File: config.mk
export PLATFORM = sky130hd
export DESIGN_NAME = mprc_obuf
export DESIGN_NICKNAME = d
export VERILOG_FILES = /design/src/rtl/mprc_pkg.sv /design/src/rtl/mprc_obuf.sv
export SDC_FILE = /design/constraint.sdc
export NUM_CORES = 1
export LEC_CHECK = 0
export ABC_AREA = 0
export BUFFER_PORTS_ARGS = -buffer_cell sky130_fd_sc_hd__buf_2
export CORE_MARGIN = 4
export CORE_UTILIZATION = 35
export CTS_BUF_LIST = sky130_fd_sc_hd__clkbuf_8
export DETAILED_ROUTE_END_ITERATION = 10
export GPL_TIMING_DRIVEN = 0
export SLEW_MARGIN = 20
export SYNTH_ARGS = -nofsm -noshare
export SYNTH_HDL_FRONTEND = slang
export SYNTH_SLANG_ARGS = --single-unit
export TNS_END_PERCENT = 50
File: constraint.sdc
create_clock -name clk -period 1.9 [get_ports clk]
set_input_delay 0 -clock clk [delete_from_list [all_inputs] [get_ports clk]]
set_output_delay 0 -clock clk [all_outputs]
set_load 0.02 [all_outputs]
File: src/rtl/mprc_pkg.sv
package mprc_pkg;

    // Field widths
    localparam int RES_W = 10;
    localparam int PIX_W = 8;
    localparam int CFG_W = 12;
    localparam int ROW_W = 11;

    // Default line store depth
    localparam int MAX_WIDTH_DEF = 2048;

    // Largest frame height in rows
    localparam logic [CFG_W-1:0] MAX_HEIGHT = 12'd2048;

    // Top of the pixel range
    localparam logic [PIX_W-1:0] PIX_MAX = 8'd255;

    // Configuration register indexes
    localparam logic CFG_FRAME_WIDTH  = 1'b0;
    localparam logic CFG_FRAME_HEIGHT = 1'b1;

    // Position flags handed to the predictor
    typedef struct packed {
        logic first_row;
        logic first_col;
    } pred_ctl_t;

    // One result item
    typedef struct packed {
        logic [PIX_W-1:0] pixel;
        logic             end_of_row;
        logic             end_of_frame;
    } pix_item_t;

endpackage

File: src/rtl/mprc_obuf.sv
module mprc_obuf (
    input  logic                clk,
    input  logic                rst_n,
    input  logic                push,
    input  mprc_pkg::pix_item_t item,
    output logic                can_push,
    output logic                out_valid,
    input  logic                out_ready,
    output mprc_pkg::pix_item_t out_item
);

    logic                out_valid_reg;
    logic                out_valid_next;
    mprc_pkg::pix_item_t out_item_reg;
    mprc_pkg::pix_item_t out_item_next;
    logic                skid_valid_reg;
    logic                skid_valid_next;
    mprc_pkg::pix_item_t skid_item_reg;
    mprc_pkg::pix_item_t skid_item_next;

    // Output register with one skid entry behind it
    always_comb
    begin
        out_valid_next  = out_valid_reg;
        out_item_next   = out_item_reg;
        skid_valid_next = skid_valid_reg;
        skid_item_next  = skid_item_reg;
        if (out_valid_reg && !out_ready)
        begin
            if (push)
            begin
                skid_valid_next = 1'b1;
                skid_item_next  = item;
            end
        end
        else if (skid_valid_reg)
        begin
            out_valid_next  = 1'b1;
            out_item_next   = skid_item_reg;
            skid_valid_next = 1'b0;
        end
        else
        begin
            out_valid_next = push;
            out_item_next  = item;
        end
    end

    always_ff @(posedge clk or negedge rst_n)
    begin
        if (!rst_n)
        begin
            out_valid_reg  <= 1'b0;
            skid_valid_reg <= 1'b0;
        end
        else
        begin
            out_valid_reg  <= out_valid_next;
            skid_valid_reg <= skid_valid_next;
        end
    end

    always_ff @(posedge clk)
    begin
        out_item_reg  <= out_item_next;
        skid_item_reg <= skid_item_next;
    end

    assign can_push  = !skid_valid_reg;
    assign out_valid = out_valid_reg;
    assign out_item  = out_item_reg;

`ifndef SYNTHESIS
    // skid entry only fills behind a held output
    a_skid_behind_out: assert property (@(posedge clk) disable iff (!rst_n)
        skid_valid_reg |-> out_valid_reg)
        else $error("skid entry valid with empty output register");

    // a stalled output with a push keeps both entries
    a_skid_fill: assert property (@(posedge clk) disable iff (!rst_n)
        (out_valid_reg && !out_ready && push) |=> (skid_valid_reg && out_valid_reg))
        else $error("item lost while output stalled");

    // a stalled output item stays put
    a_out_hold: assert property (@(posedge clk) disable iff (!rst_n)
        (out_valid_reg && !out_ready) |=> (out_valid_reg && $stable(out_item_reg)))
        else $error("output item changed while stalled");
`endif

endmodule

Word level (Yosys, flattened, before mapping) --
Index checks and enable logic that the tools add are counted.
Cells by class: bitwise gates (word level) 0, shift-type cells 0, $mul 0, multiplexer cells 4, $lt $le $gt $ge 0, reductions and logical operators 4, eq/ne operators 1, add/subtract/negate cells 0, divide/modulo/power cells 0
Operators by type and width (count):
- 10-bit two-way mux | 1
- 1-bit two-way mux | 3
- 1-bit logical NOT | 2
- 2-bit inequality test (second input constant) | 1
- 2-bit AND reduction | 1
- 1-bit logical AND | 1
Word-level totals: memories kept 0, memory bits (read-only) 0, output and inout port bits 12, bits in registers 22, latch bits 0, memory bits (writable) 0, input bits 14

Depth between registers and ports, before layout --
depth in word-level cells 3, mapped depth 3, depth with buffers taken out 2

Worst setup path before layout --
No wires, ideal clock.
kind register to register, start register out_valid_reg, in the netlist out_valid, end register skid_item_reg[0] in the netlist's numbering, enable pin, clock period less this slack 1640 ps, setup time 376 ps, stages on the path, launching flop included 3, data required time 1524 ps, arrival time 1264 ps, slack 260 ps, buffers on the path 0, cell sequence dfrtp_1 -> nand2b_1 -> nor2_1
On the way: cells in the longest elaborated chain, start to end 2
Ends and longest elaborated chain:
- start, declared | line mprc_obuf.sv:12 | logic out_valid_reg;
- start signal, assigned | line mprc_obuf.sv:58 | out_valid_reg <= out_valid_next;
- 1-bit logical AND | line mprc_obuf.sv:28 | if (out_valid_reg && !out_ready)
- 2-bit AND reduction (no line)
- end signal, assigned | line mprc_obuf.sv:66 | skid_item_reg <= skid_item_next;
- end, declared | line mprc_obuf.sv:18 | mprc_pkg::pix_item_t skid_item_reg;
Every way passes these cells. A chain may end at the register's enable or synchronous reset.

Final worst setup path --
start register out_valid_reg, in the netlist out_valid, end register skid_item_reg[8] in the netlist's numbering, enable pin
The elaborated chain is that of the path after synthesis.

==> impl_metrics.yaml <==
status:
  status: "finished, final reports clean"
job:
  maxCapViolCount: 0
sta:
  setup_tns_ns: 0
  period_share: 0.842
  slew_headroom: 0.611
  max_freq_mhz: 625
  fin_crit_ns: 1.60
  finClkSkew_ns: 0.000801
  rsz0062_at_grt: "no"
  tightest_slew_ns: 0.583
  final_max_slew_viol_count: 0
  setup-violations-final: 0
  hold_viol_final: 0
synth:
  async_flop_share: 0.0909
  synthCells: 40
  synth_nets: 54
  yosysMostFrequentCell: "edfxtp_1"
  synth_edf_count: 20
  ys.flop_type: "edfxtp_1"
  yosys_register_bits: 22
  synth-seq-area-share: 0.781
  ys_top_cells_by_count: "20 x edfxtp_1, 8 x mux2_4, 3 x nor2_1"
  synth_top_area_share: 0.721
  syn-cell-area_um2: 833
  syn_avg_cell_area_um2: 20.8
  synth_largest_area_cell: "edfxtp_1"
  synth_area_leaders: "edfxtp_1 72%, mux2_4 14%, dfrtp_1 6.0%"
  synth.distinct_cells: 9
  yosysWarnings: 0
worst_setup_path:
  path_class: "reg -> reg"
  path_buf_inv: 0
  critical_path.top_delay_family: "simple AND/OR/NAND/NOR gates"
  path_cells: "nand2b_1 > nor2_2"
  critPathSlowestCell: "nor2_2"
  required_ns: 1.80
  start_kind: "register"
  worstPathArrival_ns: 1.50
  critPathMaxStageDelay_ns: 0.57
  cp_max_fo: 13
  end_kind: "register"
clock_network:
  root_buffer: "clkbuf_8"
  post_cts_buffers: 0
  worstSkewPairLatency_ns: 0.25
  clk_path_buf_depth: 2
  clock-sinks: 22
  htree_num_levels: 1
  clk_pin_slew_ns: 0.07
  numCtsBuffers: 3
  cts_tree: "done"
finish:
  regArea_um2: 651
  drive_gt1_frac: 0.494
  area_growth_pct: 39.3
  fillCellCount: 201
  final_nets: 96
  antenna_cells: 0
  post-route-util: 0.520
  multi_input_area_um2: 166
floorplan:
  start_util: 0.373
  die_x_um: 56.8
  fp.dieH_um: 56.8
  core_area_mm2: 0.00223
  num_rows: 17
  dieArea_mm2: 0.00323
  io_pins: 26
route:
  routed_wl_um: 1400
  ant_nets: 0
  drc_errors: 0
  wl_per_cell_um: 12.9
  num_vias: 472
  drtIter0Drc: 5
  firstDrtPassIters: 2
  vias_per_cell: 4.33
power_and_ir_drop:
  switching_share: 0.222
  irDropWorstVdd_mv: 0.473
  p_int_uw: 786
  p_sw_uw: 224
  finalPower_mw: 1.01
  power_density_mw_per_mm2: 870
  clkPwrFrac: 0.282
  p_leak_nw: 0.482
  pwr-share-comb: 0.146
  seq_power_share: 0.572
global_route:
  grt_max_degree: 14
  grt_pass1_vias: 509
  grt_pass1_wl_um: 2290
  grt-ovfl-total: 0
  antenna_found_initial: 0
  grtUsageTotal: 0.0935
worst_hold_path:
  min_path_type: "in -> async"
placement:
  port_buffers: 25
  gp_congestion: 0.646
==> cell usage in the layout, fill, tap and decap left out <==
| cell | count |
|---|---|
| mux2_2 | 2 |
| buf_6 | 1 |
| nand2b_1 | 1 |
| nand2_1 | 1 |
| clkbuf_8 | 3 |
| dfrtp_1 | 2 |
| inv_1 | 3 |
| dlygate4sd3_1 | 12 |
| nor2_2 | 1 |
| edfxtp_1 | 20 |
| nor2_1 | 2 |
| mux2_4 | 8 |
| buf_2 | 25 |
==> what timing repair did <==
action                                  4_1_cts  5_1_grt
endpoints found under the setup margin        0       10
hold buffers                                 12        0
endpoints found under the hold margin        14        0
gates resized for setup                       0        1
==> layer usage <==
layer	vias up	routed length [µm]	global-route usage
li1	232	-	-
met5	-	0	0
met4	0	21	0.0397
met1	224	553	0.102
met3	2	73	0.0322
met2	14	756	0.163
==> area by class of cell <==
| class | instances | area share |
|---|---|---|
| Sequential cell | 22 | 0.560 |
| Timing Repair Buffer | 37 | 0.211 |
| Multi-Input combinational cell | 15 | 0.143 |
| Clock buffer | 3 | 0.0356 |
| Tap cell | 28 | 0.0302 |
| Buffer | 1 | 0.00970 |
| Inverter | 2 | 0.00647 |
| Clock inverter | 1 | 0.00323 |
==> worst paths after layout <==
check	startpoint	to	slack (ns)	depth (start not counted)
setup / recovery	out_valid$_DFFE_PN0N_	skid_item_reg[8]$_DFFE_PP_	0.30	2
hold reg to reg	skid_item_reg[5]$_DFFE_PP_	out_item[5]$_DFFE_PN_	0.55	1
setup reg to reg	out_valid$_DFFE_PN0N_	skid_item_reg[8]$_DFFE_PP_	0.30	2
min in group clk	out_ready	out_valid$_DFFE_PN0N_	0.41	3
max in group asynchronous	rst_n	out_valid$_DFFE_PN0N_	1.76	2
hold / removal	rst_n	skid_valid_reg$_DFFE_PN0P_	0.05	2
==> power groups by stage <==
stage               Combinational, mW  Sequential (mW)  Clock (mW)
floorplan                      0.0537            0.619           0
global placement                0.128            0.589           0
detailed placement              0.129            0.590           0
CTS                             0.148            0.579       0.293
global route                    0.160            0.582       0.310
finish                          0.148            0.578       0.284
==> per-stage QoR <==
stage                     setup slack (ns)  hold WS, ns  cells  area (µm²)
after detailed placement            0.0277       -0.213     93         993
after global placement              0.0842       -0.215     93         993
final                                0.300       0.0504    109        1160
after global routing                 0.153       0.0623    109        1160
after floorplan                      0.260       -0.296     40         833
after CTS                           0.0191       0.0466    109        1160
==> cells by family (layout without fill, tap and decap cells) <==
logic type,Yosys count,after routing,share of synthesized area
buffers and inverters,3,44,0.0225
AND/OR/NAND/NOR,5,5,0.0255
multiplexers,10,10,0.171
flip-flops,22,22,0.781
Note: power is estimated with default switching activity, not from simulation.
