$ cat config.mk
export PLATFORM = sky130hd
export DESIGN_NAME = mprc_predict
export DESIGN_NICKNAME = d
export VERILOG_FILES = /design/src/rtl/mprc_pkg.sv /design/src/rtl/mprc_predict.sv
export SDC_FILE = /design/constraint.sdc
export NUM_CORES = 1
export LEC_CHECK = 0
export CAP_MARGIN = 20
export CORE_MARGIN = 4
export CORE_UTILIZATION = 55
export DETAILED_ROUTE_END_ITERATION = 10
export DONT_BUFFER_PORTS = 1
export PLACE_DENSITY = 0.74
export SYNTH_ARGS = -nofsm -noshare
export SYNTH_HDL_FRONTEND = slang
export SYNTH_SLANG_ARGS = --single-unit
export TNS_END_PERCENT = 1
$ cat constraint.sdc
create_clock -name vclk -period 7.4
set_input_delay 1.11 -clock vclk [all_inputs]
set_output_delay 1.11 -clock vclk [all_outputs]
set_load 0.005 [all_outputs]
$ cat src/rtl/mprc_pkg.sv
package mprc_pkg;

    // Field widths
    localparam int RES_W = 10;
    localparam int PIX_W = 8;
    localparam int CFG_W = 12;
    localparam int ROW_W = 11;

    // Default line store depth
    localparam int MAX_WIDTH_DEF = 2048;

    // Largest frame height in rows
    localparam logic [CFG_W-1:0] MAX_HEIGHT = 12'd2048;

    // Top of the pixel range
    localparam logic [PIX_W-1:0] PIX_MAX = 8'd255;

    // Configuration register indexes
    localparam logic CFG_FRAME_WIDTH  = 1'b0;
    localparam logic CFG_FRAME_HEIGHT = 1'b1;

    // Position flags handed to the predictor
    typedef struct packed {
        logic first_row;
        logic first_col;
    } pred_ctl_t;

    // One result item
    typedef struct packed {
        logic [PIX_W-1:0] pixel;
        logic             end_of_row;
        logic             end_of_frame;
    } pix_item_t;

endpackage

$ cat src/rtl/mprc_predict.sv
module mprc_predict (
    input  logic signed [mprc_pkg::RES_W-1:0] residual,
    input  logic        [mprc_pkg::PIX_W-1:0] left_pix,
    input  logic        [mprc_pkg::PIX_W-1:0] above_pix,
    input  logic        [mprc_pkg::PIX_W-1:0] upper_left_pix,
    input  mprc_pkg::pred_ctl_t               ctl,
    output logic        [mprc_pkg::PIX_W-1:0] value
);

    localparam int SW = 12;

    logic        [mprc_pkg::PIX_W-1:0] lo;
    logic        [mprc_pkg::PIX_W-1:0] hi;
    logic signed [SW-1:0]              grad;
    logic signed [SW-1:0]              pred;
    logic signed [SW-1:0]              sum;

    // Median edge detector, bypassed on the first row and column
    always_comb
    begin
        lo   = (left_pix < above_pix) ? left_pix : above_pix;
        hi   = (left_pix < above_pix) ? above_pix : left_pix;
        grad = $signed(SW'(left_pix)) + $signed(SW'(above_pix))
             - $signed(SW'(upper_left_pix));
        if (ctl.first_row && ctl.first_col)
        begin
            pred = '0;
        end
        else if (ctl.first_row)
        begin
            pred = $signed(SW'(left_pix));
        end
        else if (ctl.first_col)
        begin
            pred = $signed(SW'(above_pix));
        end
        else if (upper_left_pix >= hi)
        begin
            pred = $signed(SW'(lo));
        end
        else if (upper_left_pix <= lo)
        begin
            pred = $signed(SW'(hi));
        end
        else
        begin
            pred = grad;
        end
    end

    // Add residual and clamp to the pixel range
    always_comb
    begin
        sum = pred + SW'(residual);
        if (sum < 0)
        begin
            value = '0;
        end
        else if (sum > $signed(SW'(mprc_pkg::PIX_MAX)))
        begin
            value = mprc_pkg::PIX_MAX;
        end
        else
        begin
            value = sum[mprc_pkg::PIX_W-1:0];
        end
    end

endmodule

# Word level (Yosys, flattened, before mapping)
# Cells that the tools add are included.
word_totals:
  output_inout_bits: 8
  in_bits: 36
  wordCells: 18
  ff_bits: 0
classes:
  n_addsub: 3
  reduce_logical: 1
  n_lt_le_gt_ge: 5
  mux: 9
ops:
  columns: ["cell", "n"]
  rows:
  - ["12-bit two-way mux", 5]
  - ["8-bit two-way mux", 4]
  - ["12-bit by 10-bit adder with 12-bit output", 1]
  - ["12-bit by 9-bit > comparator with 1-bit output (second input constant)", 1]
  - ["12-bit by 1-bit < comparator with 1-bit output (second input constant)", 1]
  - ["9-bit by 8-bit subtractor with 10-bit output", 1]
  - ["8-bit by 8-bit adder with 9-bit output", 1]
  - ["8-bit >= comparator", 1]
  - ["8-bit <= comparator", 1]
  - ["8-bit < comparator", 1]
  - ["1-bit logical AND", 1]

# Depth between registers and ports, before layout
logic_depth:
  word_depth: 12
  depth_mapped: 27
  mapped_depth_nobuf: 24

# Worst setup path before layout
# OpenSTA, ideal clock, no wires.
synth_path:
  path_kind: "input to output"
  from: "input port above_pix[7] (netlist bit)"
  to: "output port value[2] (netlist bit)"
  setup_slack_ns: 0.524
  stages: 25
  arrival_ns: 5.766
  n_path_buf: 2
  t_required_ns: 6.290
  path_cell_list: "inv_1 -> ha_1 -> nand2_1 -> nor3_1 -> a21oi_4 -> buf_4 -> buf_2 -> a21oi_1 -> ha_1 -> and4b_1 -> a211oi_1 -> o21ai_1 -> and2_1 -> or4_1 -> o211ai_1 -> nand3_1 -> ha_1 -> fa_1 -> and2_1 -> o21ai_0 -> a21oi_1 -> o21ai_0 -> xor2_1 -> nand2_1 -> o21a_1"
synth_between:
  elab_chain_len: 12
  elab_cells_between_ends: 17
  cone_classes: "add/sub: 3; order compare: 5; mux: 9"
synth_lines:
  columns: ["element", "line_no", "rtl"]
  rows:
  - ["start, declared", "mprc_predict.sv:4", "input logic [mprc_pkg::PIX_W-1:0] above_pix,"]
  - ["8-bit < comparator", "mprc_predict.sv:21, mprc_predict.sv:22", null]
  - ["8-bit two-way mux", "mprc_predict.sv:21", "lo = (left_pix < above_pix) ? left_pix : above_pix;"]
  - ["8-bit <= comparator", "mprc_predict.sv:41", "else if (upper_left_pix <= lo)"]
  - ["12-bit two-way mux", "mprc_predict.sv:41", null]
  - ["12-bit two-way mux", "mprc_predict.sv:37", "else if (upper_left_pix >= hi)"]
  - ["12-bit two-way mux (*)", "mprc_predict.sv:33", "else if (ctl.first_col)"]
  - ["12-bit two-way mux (*)", "mprc_predict.sv:29", "else if (ctl.first_row)"]
  - ["12-bit two-way mux (*)", "mprc_predict.sv:25", "if (ctl.first_row && ctl.first_col)"]
  - ["12-bit by 10-bit adder with 12-bit output (*)", "mprc_predict.sv:54", "sum = pred + SW'(residual);"]
  - ["12-bit by 9-bit > comparator with 1-bit output", "mprc_predict.sv:59", "else if (sum > $signed(SW'(mprc_pkg::PIX_MAX)))"]
  - ["8-bit two-way mux", "mprc_predict.sv:59", null]
  - ["8-bit two-way mux (*)", "mprc_predict.sv:55", "if (sum < 0)"]
  - ["end, declared", "mprc_predict.sv:7", "output logic [mprc_pkg::PIX_W-1:0] value"]
# Every way passes the cells marked *; elsewhere a longest branch is shown, timed or not.

# Final worst setup path
layout_path:
  from: "input port above_pix[1] (netlist bit)"
  to: "output port value[2] (netlist bit)"
# Same word-level chain as after synthesis.

==> out/qor_table.md <==
| Metric | Value | Unit |
| --- | --- | --- |
| Cell type with the highest occurrence count on the critical path | sky130_fd_sc_hd__ha_1 | - |
| DRC marker count from the first detailed-route iteration | 156 | - |
| Maximum number of pins on one net before global-route repair | 14 | - |
| Port-buffer cells | 0 | - |
| Highest-delay cell along the critical path | sky130_fd_sc_hd__or3_4 | - |
| Sequential share of power | 0 | % |
| Storage cell area | 0 | sq um |
| Die H | 70.0 | um |
| Int Pwr | 0.127 | mW |
| # nets final | 381 | - |
| CP Data Arrival Time | 5.93 | ns |
| Worst VDD drop | 46.9 | uV |
| Number of distinct standard cells referenced by the synthesized netlist | 49 | - |
| Core utilization of the finished layout | 60.3 | % |
| HPWL reported at the end of detailed placement | 4640 | um |
| Post-Route Setup TNS | 0 | ns |
| Delay of the slowest critical-path stage | 0.42 | ns |
| Number of warnings printed during yosys synthesis | 0 | - |
| DRC violations left | 0 | - |
| Unrepaired setup endpoints after global routing | false | - |
| Gate Count Post-Synth | 288 | - |
| Vias per cell | 5.93 | - |
| N_diodes | 0 | - |
| Number of clock buffers in the layout | 0 | - |
| Launching element type of the critical path | primary input | - |
| Post-DRT Antenna Nets | 0 | - |
| Synth Cell Area | 2110 | sq um |
| Highest Clock Rate | 0.142 | GHz |
| Outcome | finished clean | - |
| Proportion of power drawn by the clock network | 0 | % |
| Final worst path period need | 7.04 | ns |
| Post-synthesis sequential area ratio | 0 | % |
| Final weighted congestion in routability-driven placement | 0.931 | - |
| Post-route clock period utilization | 95.1 | % |
| Number of setup violations in the final report | 0 | - |
| Mean cell area of the mapped netlist | 7.33 | sq um |
| Setup CP Type | in -> out | - |
| WHS Path Cells | 2 | - |
| Total Routing Usage GR | 21.2 | % |
| Hold-critical path endpoint | value[0] | - |
| Area of the placeable core | 3690 | sq um |
| Switching pwr | 0.158 | mW |
| Switch share | 55.4 | % |
| Power density over the cells | 128 | nW/um^2 |
| Count of sequential standard cells | 0 | - |
| Initial standard-cell utilization of the core | 57.3 | % |
| Maximum net fanout on the critical path | 8 | - |
| Data required time at the worst endpoint | 6.29 | ns |
| Via Count | 2015 | - |
| Leftover overflow at the end of global routing | 0 | - |
| Area Overhead vs Synth | 5.39 | % |
| 1st-pass router iterations | 4 | - |
| Wirelength, routed | 5160 | um |
| Syn Nets | 375 | - |
| Slew at the pin closest to its max-slew limit | 0.556 | ns |
| Reported leakage power | 1.06 | nW |
| Top-Level Pins | 44 | - |
| Number of global-route vias before repair | 1976 | - |
| Average wire per cell in the routed design | 15.2 | um |
| Kind of end point of the critical path | output pin | - |
| Type of the worst min-delay path | in -> out | - |
| Std-Cell Rows | 22 | - |
| Gate power share | 100.0 | % |
| Width of the die | 70.0 | um |
| Initial antenna violation count | 0 | - |
| Max Cap Viol | 0 | - |
| Global-route wire length before repair | 8910 | um |
| CP Cell Sequence | inv_1 -> ha_1 -> nor3b_1 -> o21ai_2 -> a21oi_4 -> buf_4 -> mux2i_1 -> ha_1 -> o21a_1 -> o21ai_2 -> a211oi_1 -> or3_4 -> or4_1 -> o211ai_1 -> nand3_1 -> ha_1 -> fa_1 -> and2_1 -> o21ai_1 -> a21oi_1 -> o21ai_1 -> xor2_1 -> nand2_2 -> o21a_1 | - |
| Share of cells above drive strength 1 | 8.56 | % |
| Worst min-delay path startpoint | residual[0] | - |
| Overall die area | 4900 | sq um |
| Final Hold Violating Endpoints | 0 | - |
| Worst slew margin | 62.4 | % |
| Fin. max-slew vios | 0 | - |
## layer usage
metal  up-vias  track usage (%)  share of wire (%)
li1       1052                -                  -
met1       901             28.0                 45
met2        54             36.3                 46
met3         8             3.60                7.2
met4         0             3.62                1.3
met5         -                0                  0
## synth_stat cells, drive strengths merged (3+ instances only)
master	number	area share, %
a211oi	7	2.7
a21o	4	1.5
a21oi	25	6.5
a221o	3	1.4
a32oi	3	1.2
buf	4	1.4
fa	9	8.5
ha	42	25
inv	33	5.9
mux2i	8	3.8
nand2	21	3.7
nand3	6	1.4
nor2	31	5.9
nor2b	3	0.89
nor3	5	1.2
o211ai	4	1.4
o21a	12	4.3
o21ai	23	5.6
o31ai	4	1.4
xnor2	8	3.3
xor2	4	1.7
## timing repair
action | CTS | global route
buffers inserted | 0 | 2
endpoints found under the setup margin | 0 | 8
hold buffers | 0 | 0
resized for setup | 0 | 9
## how the worst max path moves through the flow
stage,cells past startpoint,to,startpoint
after detailed placement,23,value[2],above_pix[4]
after floorplan,25,value[2],above_pix[7]
after CTS,23,value[2],above_pix[4]
after global placement,23,value[2],above_pix[4]
after global routing,24,value[7],above_pix[1]
final,24,value[2],above_pix[1]
## cell families after synthesis
logic type | after synthesis | synth area share (%)
AND/OR/NAND/NOR | 82 | 18.8
buffers and inverters | 39 | 7.58
XOR/XNOR | 12 | 4.98
AO/OA/AOI/OAI | 94 | 30.3
multiplexers | 10 | 4.86
adder cells (fa/ha/maj) | 51 | 33.4
## critical path, delay by kind of cell
family	cells	cell delay, ns
AO/OA/AOI/OAI	10	1.58
adder cells (fa/ha/maj)	4	1.10
XOR/XNOR	1	0.20
multiplexers	1	0.25
AND/OR/NAND/NOR	6	1.47
buffers and inverters	2	0.21
## power groups by stage
stage,sequential (mW),clock [mW],combinational [mW]
after global routing,0,0,0.323
after CTS,0,0,0.279
after detailed placement,0,0,0.278
final,0,0,0.285
after global placement,0,0,0.273
after floorplan,0,0,0.224
## cell usage in the layout (no fill, tap or decap), types with 3 or more instances in the layout
master                      n
sky130_fd_sc_hd__a21o_1     3
sky130_fd_sc_hd__fa_1       9
sky130_fd_sc_hd__a221o_1    3
sky130_fd_sc_hd__a211oi_1   6
sky130_fd_sc_hd__inv_1     33
sky130_fd_sc_hd__o21a_1    12
sky130_fd_sc_hd__xor2_1     4
sky130_fd_sc_hd__nand3_1    6
sky130_fd_sc_hd__a21oi_1   24
sky130_fd_sc_hd__a32oi_1    3
sky130_fd_sc_hd__nor2_1    30
sky130_fd_sc_hd__o21ai_0   15
sky130_fd_sc_hd__o211ai_1   4
sky130_fd_sc_hd__nor3_1     4
sky130_fd_sc_hd__buf_4      9
sky130_fd_sc_hd__xnor2_1    8
sky130_fd_sc_hd__o21ai_1    6
sky130_fd_sc_hd__o31ai_1    4
sky130_fd_sc_hd__nor2b_1    3
sky130_fd_sc_hd__mux2i_1    8
sky130_fd_sc_hd__nand2_1   20
sky130_fd_sc_hd__ha_1      42
## through the flow
step / total power [mW] / setup slack, ns / area [sq um] / instances / hold WS, ns
after floorplan: 0.224 / 0.524 / 2110 / 288 / 2.45
after global placement: 0.273 / 0.191 / 2200 / 338 / 2.48
after detailed placement: 0.278 / 0.144 / 2200 / 338 / 2.47
after CTS: 0.279 / 0.131 / 2200 / 338 / 2.47
after global routing: 0.323 / 0.0266 / 2230 / 340 / 2.49
final: 0.285 / 0.364 / 2230 / 340 / 2.46
## area by class of cell
type / count / area, sq um
Fill cell: 358 / 1460
Inverter: 33 / 124
Tap cell: 48 / 60.1
Timing Repair Buffer: 10 / 78.8
Multi-Input combinational cell: 249 / 1960
Power figures use the tool's default switching activity.
